<file path="config.mk">
export PLATFORM = sky130hd
export DESIGN_NAME = cset_cell
export DESIGN_NICKNAME = d
export VERILOG_FILES = /design/src/rtl/core/call_stack_exclusive_time_unit_assert.svh /design/src/rtl/core/cset_pkg.sv /design/src/rtl/core/cset_cell.sv
export SDC_FILE = /design/constraint.sdc
export NUM_CORES = 1
export LEC_CHECK = 0
export ABC_AREA = 1
export BUFFER_PORTS_ARGS = -buffer_cell sky130_fd_sc_hd__buf_2
export CAP_MARGIN = 20
export CELL_PAD_IN_SITES_DETAIL_PLACEMENT = 1
export CELL_PAD_IN_SITES_GLOBAL_PLACEMENT = 1
export CORE_MARGIN = 2
export CORE_UTILIZATION = 30
export CTS_CLUSTER_DIAMETER = 60
export DETAILED_ROUTE_END_ITERATION = 8
export GPL_TIMING_DRIVEN = 0
export PLACE_DENSITY_LB_ADDON = 0.2
export SYNTH_ARGS = -nofsm -noshare
export SYNTH_HDL_FRONTEND = slang
export SYNTH_SLANG_ARGS = --single-unit
</file>
<file path="constraint.sdc">
create_clock -name clk -period 5.1 [get_ports clk]
set_input_delay 0.51 -clock clk [delete_from_list [all_inputs] [get_ports clk]]
set_output_delay 0.51 -clock clk [all_outputs]
set_load 0.02 [all_outputs]
</file>
<file path="src/rtl/core/call_stack_exclusive_time_unit_assert.svh">
// ---------------------------------------------------------------------------
// Call stack exclusive time unit: assertion macros
// Shared helpers for concurrent checks, clocked on clk, disabled in reset.
// ---------------------------------------------------------------------------
`ifndef CALL_STACK_EXCLUSIVE_TIME_UNIT_ASSERT_SVH
`define CALL_STACK_EXCLUSIVE_TIME_UNIT_ASSERT_SVH

// Same-cycle implication.
`define CSET_ASSERT_SAME(label, pre, post, msg) \
  label: assert property (@(posedge clk) disable iff (rst) (pre) |-> (post)) \
    else $error(msg);

// Next-cycle implication.
`define CSET_ASSERT_NEXT(label, pre, post, msg) \
  label: assert property (@(posedge clk) disable iff (rst) (pre) |=> (post)) \
    else $error(msg);

`endif

</file>
<file path="src/rtl/core/cset_pkg.sv">
// ---------------------------------------------------------------------------
// cset_pkg
// Types and constants shared by the call stack exclusive time unit.
// ---------------------------------------------------------------------------
`default_nettype none

package cset_pkg;

  localparam int TIME_BITS     = 32;
  localparam int FUNC_ID_W     = 7;
  localparam int MAX_FUNCTIONS = 1 << FUNC_ID_W;
  localparam int CFG_W         = 8;
  localparam int LEVEL_W       = 7;
  localparam logic [CFG_W-1:0] NUM_FUNCTIONS_RST = CFG_W'(MAX_FUNCTIONS);

  typedef enum logic {
    OP_START = 1'b0,
    OP_END   = 1'b1
  } op_t;

  typedef enum logic [2:0] {
    ST_OK          = 3'd0,
    ST_OVERFLOW    = 3'd1,
    ST_UNDERFLOW   = 3'd2,
    ST_ID_RANGE    = 3'd3,
    ST_ID_MISMATCH = 3'd4,
    ST_TIME_BACK   = 3'd5
  } status_t;

  typedef struct packed {
    op_t                  op;
    logic [FUNC_ID_W-1:0] func_id;
    logic [TIME_BITS-1:0] event_time;
  } event_t;

  typedef struct packed {
    logic                 updated;
    logic [FUNC_ID_W-1:0] updated_id;
    logic [TIME_BITS-1:0] exclusive_total;
    status_t              status;
    logic [LEVEL_W-1:0]   stack_level;
  } result_t;

  // One stack frame: function id and the time it started or resumed.
  typedef struct packed {
    logic [FUNC_ID_W-1:0] id;
    logic [TIME_BITS-1:0] resume;
  } frame_t;

  typedef struct packed {
    logic push;
    logic pop;
  } stack_cmd_t;

  // Credit to apply to one function's total.
  typedef struct packed {
    logic                 upd;
    logic [FUNC_ID_W-1:0] id;
    logic [TIME_BITS-1:0] span;
    logic                 inc;
  } credit_req_t;

endpackage

`default_nettype wire

</file>
<file path="src/rtl/core/cset_cell.sv">
// ---------------------------------------------------------------------------
// cset_cell
// One stack frame slot; shifts down on push, up on pop.
// ---------------------------------------------------------------------------
`default_nettype none

module cset_cell (
  input  wire logic                clk,
  input  wire cset_pkg::stack_cmd_t cmd,
  input  wire cset_pkg::frame_t    push_in,
  input  wire cset_pkg::frame_t    pop_in,
  output cset_pkg::frame_t         q
);

  import cset_pkg::*;

  always_ff @(posedge clk) begin
    if (cmd.push) begin
      q <= push_in;
    end else if (cmd.pop) begin
      q <= pop_in;
    end
  end

endmodule

`default_nettype wire

</file>
======== Yosys cells after proc, flatten, opt, wreduce, memory -nomap -nowiden ========
Cells that the tools add are included.
storage, ports and cells
  register bits ........................... 39
  logic and storage cells ................. 5
  input bits .............................. 81
  output and inout bits ................... 39
operators by class
  reduce and logical (&&, ||, !) cells .... 1
  muxes and demuxes ....................... 2
operator list
  cell                count
  two-way mux 39 bit  2
  nonzero test 2 bit  1

======== Logic depth before layout (Yosys ltp) ========
Gate-level depths: netlist of the first run.
  depth in word-level cells ............... 2
  mapped depth ............................ 6
  depth with buffers taken out ............ 3

======== Worst setup path after synthesis of the first run ========
Ideal clock, no wire load.
  path kind ............................... input -> register
  from .................................... input cmd[1] (netlist bit)
  to ...................................... register q[0] (netlist bit) (enable)
  required time ........................... 4.702 ns
  stages on the path ...................... 3
  setup time .............................. 0.398 ns
  path slack .............................. 2.979 ns
  arrival ................................. 1.722 ns
  path through ............................ buf_2 buf_2 or2_1
between the ends
  cells in the longest elaborated chain, start to end .. 1
RTL lines
  element                       RTL line         text
  start, declared               cset_cell.sv:9   input wire cset_pkg::stack_cmd_t cmd,
  nonzero test 2 bit (no line)  n/a
  end signal, assigned          cset_cell.sv:19  q <= push_in;
  end signal, assigned          cset_cell.sv:21  q <= pop_in;
  end, declared                 cset_cell.sv:12  output cset_pkg::frame_t q
Every way passes these cells.
A chain may end at the register's enable or synchronous reset.

======== Worst setup path in the final report of the first run ========
  from .................................... input cmd[1] (netlist bit)
  to ...................................... register q[12] (netlist bit) (enable)
Same word-level chain as after synthesis.

==> results of run 1 <==
per-layer routing:
metal  up-vias  track usage (%)  share of wire (%)
met5         -                0                  0
met1       697             18.5                 40
li1        784                -                  -
met4         0             5.96                1.9
met3         7             6.14                8.3
met2        66             28.8                 50
worst max-delay path, stage by stage:
cell	delay, ns
buf_2	0.12
buf_2	0.22
or2_2	0.48
buf_16	0.23
power by group through the flow:
stage / registers [mW] / clock network (mW) / logic (mW)
after global placement: 0.407 / 0 / 0.155
final: 0.401 / 0.255 / 0.157
after global routing: 0.405 / 0.273 / 0.173
after detailed placement: 0.409 / 0 / 0.160
after floorplan: 0.457 / 0 / 0.0351
after CTS: 0.402 / 0.263 / 0.161
stage by stage:
step	hold slack (ns)	instances	total power [mW]	util, %	worst slack (ns)
final	0.476	366	0.813	45.8	3.53
after global placement	0.772	357	0.562	43.4	2.45
after global routing	0.479	366	0.850	45.8	3.42
after CTS	0.467	366	0.825	45.8	3.47
after detailed placement	0.781	358	0.569	43.9	3.15
after floorplan	0.689	167	0.492	-	2.98
cells in the final DEF (no fill, tap or decap):
cell,count
buf_2,125
inv_2,1
buf_6,2
edfxtp_1,39
or2_2,1
nand2_1,117
buf_16,1
clkinv_1,1
bufinv_16,1
clkinv_2,1
clkbuf_8,5
logic make-up after synthesis:
| logic type | synth area share (%) |
|---|---|
| buffers and inverters | 3.65 |
| DFF | 69.8 |
| and+or+nand+nor | 26.5 |
area by class of cell:
type	count	area, µm²
Clock inverter	3	38.8
Inverter	1	3.75
Buffer	9	57.6
Sequential cell	39	1170
Fill cell	673	2950
Multi-Input combinational cell	118	445
Tap cell	72	90.1
Timing Repair Buffer	119	618
Clock buffer	5	68.8
final timing paths:
| check | cells past startpoint | start | endpoint | slack, ns |
|---|---|---|---|---|
| max | 4 | cmd[1] | q[12] | 3.53 |
| min | 3 | pop_in[13] | q[13] | 0.48 |
==> results.ini, run 1 <==
[setup_path]
crit_path_end_kind = flop
cp_max_fo = 20
cp.arrival_ns = 1.58
start_kind = input port
cp.required_ns = 5.10
criticalPathCategory = in2reg

[clocking]
post_cts_buffers = 0
cts_hold_buf = 0
cts.path.max_buffers = 2
clock-sinks = 39
cts_tree = done
cts_resized = 0
numCtsBuffers = 5
clkTransAtPathRegs_ns = 0.08
h-tree-depth = 2
ctsRootBufferMaster = clkbuf_8

[sta]
fmax_ghz = 0.636
worstMarginPinSlew_ns = 0.522
min_period_over_period_pct = 30.8
min_period_ns = 1.57
relSlewSlack_pct = 65.2
finalHoldViolCount = 0
finalMaxSlewViolations = 0
setup_violations = 0
rsz0062_at_grt = false
setup_tns_ns = 0

[global_routing]
grt_pass1_wl_mm = 7.90
grt_antenna_before_repair = 0
grt.overflow.total = 0
grt_pass1_vias = 1672
grt_start_max_net_pins = 21
grt_usage_pct = 16.5

[power]
p_sw_uw = 216
p_comb_share_pct = 19.3
power.share.clock_pct = 31.4
power_frac_seq_pct = 49.3
p_leak_nw = 1.33
p_sw_share_pct = 26.6
p_int_uw = 597
p_per_area_nw_per_um2 = 326
ir_drop_v = 0.000156

[route]
vias = 1554
first_pass_iters = 4
first_iter_violations = 43
vias_per_cell = 4.25
drt_wl_total_mm = 4.82
drcViolationCount = 0
wl_per_cell_um = 13.2
drtAntennaViolNets = 0

[die]
die-area_um2 = 6210
io_pins = 120
die_w_um = 78.8
rows = 27
die-height_um = 78.8
coreArea_um2 = 5440
start_util_pct = 30.8

[placed_design]
hpwl_mm = 3.77
numPortBuffers = 118
place_area_um2 = 2390
place_congestion = 0.691

[layout]
drive_above_1_share_pct = 46.6
largest-register = q
fin_nets = 374
antenna_cells = 0
final_cell_area_um2 = 2490
reg_top3 = q x39
largest_reg_flops = 39
syn_to_final_growth_pct = 48.6

[synth]
synth-edff-count = 39
yosys_warnings = 0
netlist_area_um2 = 1680
synth_top_area_share_pct = 69.8
yosysSeqAreaShare_pct = 69.8
async_flop_share_pct = 0
synthTopCellsByArea = edfxtp_1 (70%), nand2_1 (26%), buf_2 (2.1%), buf_6 (1.3%), or2_1 (0.37%)
synth_common_cells = nand2_1 (117), edfxtp_1 (39), buf_2 (7)
ys_types = 6
syn_avg_cell_area_um2 = 10.0
ys_dominant_reg_cell = edfxtp_1
yosysTopAreaCell = edfxtp_1
syn_nets = 248
yosysMostFrequentCell = nand2_1
syn_inst = 167
ys_ff_latch = 39

[job]
maxCapViolations = 0

[run_status]
status = complete, no violations

[hold_path]
holdCritPathClass = in2reg

(Power assumes the default switching activity.)
==> inputs of run 2 (changes only) <==
--- a/config.mk
+++ b/config.mk
@@ -11,7 +11,7 @@
 export CELL_PAD_IN_SITES_DETAIL_PLACEMENT = 1
 export CELL_PAD_IN_SITES_GLOBAL_PLACEMENT = 1
 export CORE_MARGIN = 2
-export CORE_UTILIZATION = 30
+export CORE_UTILIZATION = 25
 export CTS_CLUSTER_DIAMETER = 60
 export DETAILED_ROUTE_END_ITERATION = 8
 export GPL_TIMING_DRIVEN = 0
==> constraint.sdc (replaced) <==
create_clock -name clk -period 1.4 [get_ports clk]
set_input_delay 0.14 -clock clk [delete_from_list [all_inputs] [get_ports clk]]
set_output_delay 0.14 -clock clk [all_outputs]
set_load 0.02 [all_outputs]
==> run 2 against run 1 <==
Effect of this change: utilization fell by 7.7 points; worst hold slack got worse by 0.37 ns; power rose to 3.4 times the previous value; sequential share of layout area rose by 0.86 points; critical path depth fell by 1; clock power rose to 2.9 times the previous value; clock-buffer cell count rose by 2; die area rose by 19%; via count fell by 0.97%; combinational power rose to 3.6 times the previous value.
==> results.ini, run 2 (synthesized netlist as in run 1, its figures left out) <==
[run_status]
status = complete, no violations

[setup_path]
cp_slowest_cell = or2_4
cp.required_ns = 1.32
cp-startpoint = cmd[1]
crit_buf_inv = 2
crit_path_end_kind = flop
slowest_delay_ns = 0.52
cp.arrival_ns = 1.03
cp_cell_sequence = buf_2 > buf_2 > or2_4
start_kind = input port
timing.critical_path.mode_cell = buf_2
critical_path_depth = 3
criticalPathCategory = in2reg
critPathTopFamily = simple AND/OR/NAND/NOR gates
cp_max_fo = 39

[placed_design]
place_congestion = 0.746
numPortBuffers = 118
post-place-ws_ns = -0.320
dp_cells = 362
hpwl_mm = 3.82
place_area_um2 = 2360

[die]
rows = 29
die-height_um = 85.9
io_pins = 120
die-area_um2 = 7380
die_w_um = 85.9
coreArea_um2 = 6420
start_util_pct = 26.1

[sta]
whs_ns = 0.110
finalMaxSlewViolations = 0
fmax_ghz = 0.906
fin_ws_ns = 0.296
min_period_over_period_pct = 78.9
rsz0062_at_grt = false
relSlewSlack_pct = 63.0
finalHoldViolCount = 0
worstMarginPinSlew_ns = 0.555
min_period_ns = 1.10
setup_violations = 0

[layout]
seqCellArea_um2 = 1170
fill_cells = 801
instances_no_fill = 370
final_common_cell = buf_2
fin_nets = 373
final_cell_area_um2 = 2450
mostFrequentLayoutCells = buf_2 (125), nand2_1 (117), edfxtp_1 (39)
largest-register = q
syn_to_final_growth_pct = 45.9
antenna_cells = 0
reg_top3 = q x39
final_util_pct = 38.1
largest_reg_flops = 39
multi_input_area_um2 = 448
drive_above_1_share_pct = 46.1

[clocking]
cts.path.max_buffers = 2
h-tree-depth = 2
cts_hold_buf = 0
numCtsBuffers = 5
ctsRootBufferMaster = clkbuf_8
clock-sinks = 39
cts_resized = 1
cts_tree = done
clkTransAtPathRegs_ns = 0.08
post_cts_buffers = 0

[global_routing]
top_usage_layer = met2
grtUsageMet3_pct = 4.23
grt_pass1_wl_mm = 7.74
grt_usage_pct = 13.4
grt_start_max_net_pins = 40
grt_antenna_before_repair = 0
grt_pass1_vias = 1591
grt.overflow.total = 0
met1_usage_pct = 15.9
grt_use_met2_pct = 23.5

[route]
vias_per_cell = 4.16
drtAntennaViolNets = 0
wl_per_cell_um = 13.1
drcViolationCount = 0
first_iter_violations = 38
vias = 1539
drt_wl_total_mm = 4.85
first_pass_iters = 3

[job]
maxCapViolations = 0

[hold_path]
holdPathStages = 3
hp-start = pop_in[9]
holdCritPathClass = in2reg

[power]
p_per_area_nw_per_um2 = 1130
p_leak_nw = 1.30
ir_drop_v = 0.000350

-- run 2: cell count changes in the layout (fill, tap and decap cells not counted) --
| cell | delta |
|---|---|
| clkbuf_1 | +2 |
| bufinv_16 | -1 |
| clkinv_1 | -1 |
| buf_16 | -1 |
| or2_2 | -1 |
| or2_4 | +1 |
-- run 2: final timing paths --
check	slack, ns	to
worst max-delay path	0.30	q[18]
worst min-delay path	0.11	q[9]
-- run 2: metal layers --
layer  up-vias  wire, µm  part of all wire [%]
met5         -         0                     0
met3         5       391                   8.1
met2        70      2370                    49
met1       685      2040                    42
li1        779         -                     -
met4         0        53                   1.1
-- run 2: power breakdown --
group          switching (mW)  internal [mW]  total (mW)
sequential             0.0283           1.43        1.46
clock                   0.387          0.350       0.737
combinational           0.353          0.212       0.565
-- run 2: area by class of cell --
cell class	count	share of cell area [%]
Sequential cell	39	47.8
Timing Repair Buffer	118	24.1
Inverter	1	0.153
Clock inverter	1	0.204
Tap cell	77	3.93
Buffer	9	2.35
Clock buffer	7	3.12
Multi-Input combinational cell	118	18.3
-- run 2: stage by stage --
step,power [mW],setup TNS [ns]
after global routing,2.92,0
final,2.76,0
after CTS,2.81,0
after global placement,2.05,-12.43
after floorplan,1.79,0
after detailed placement,2.07,-12.41
-- run 2: worst min-delay path, stage by stage --
cell     delay, ns
buf_2         0.08
nand2_1       0.04
nand2_1       0.04
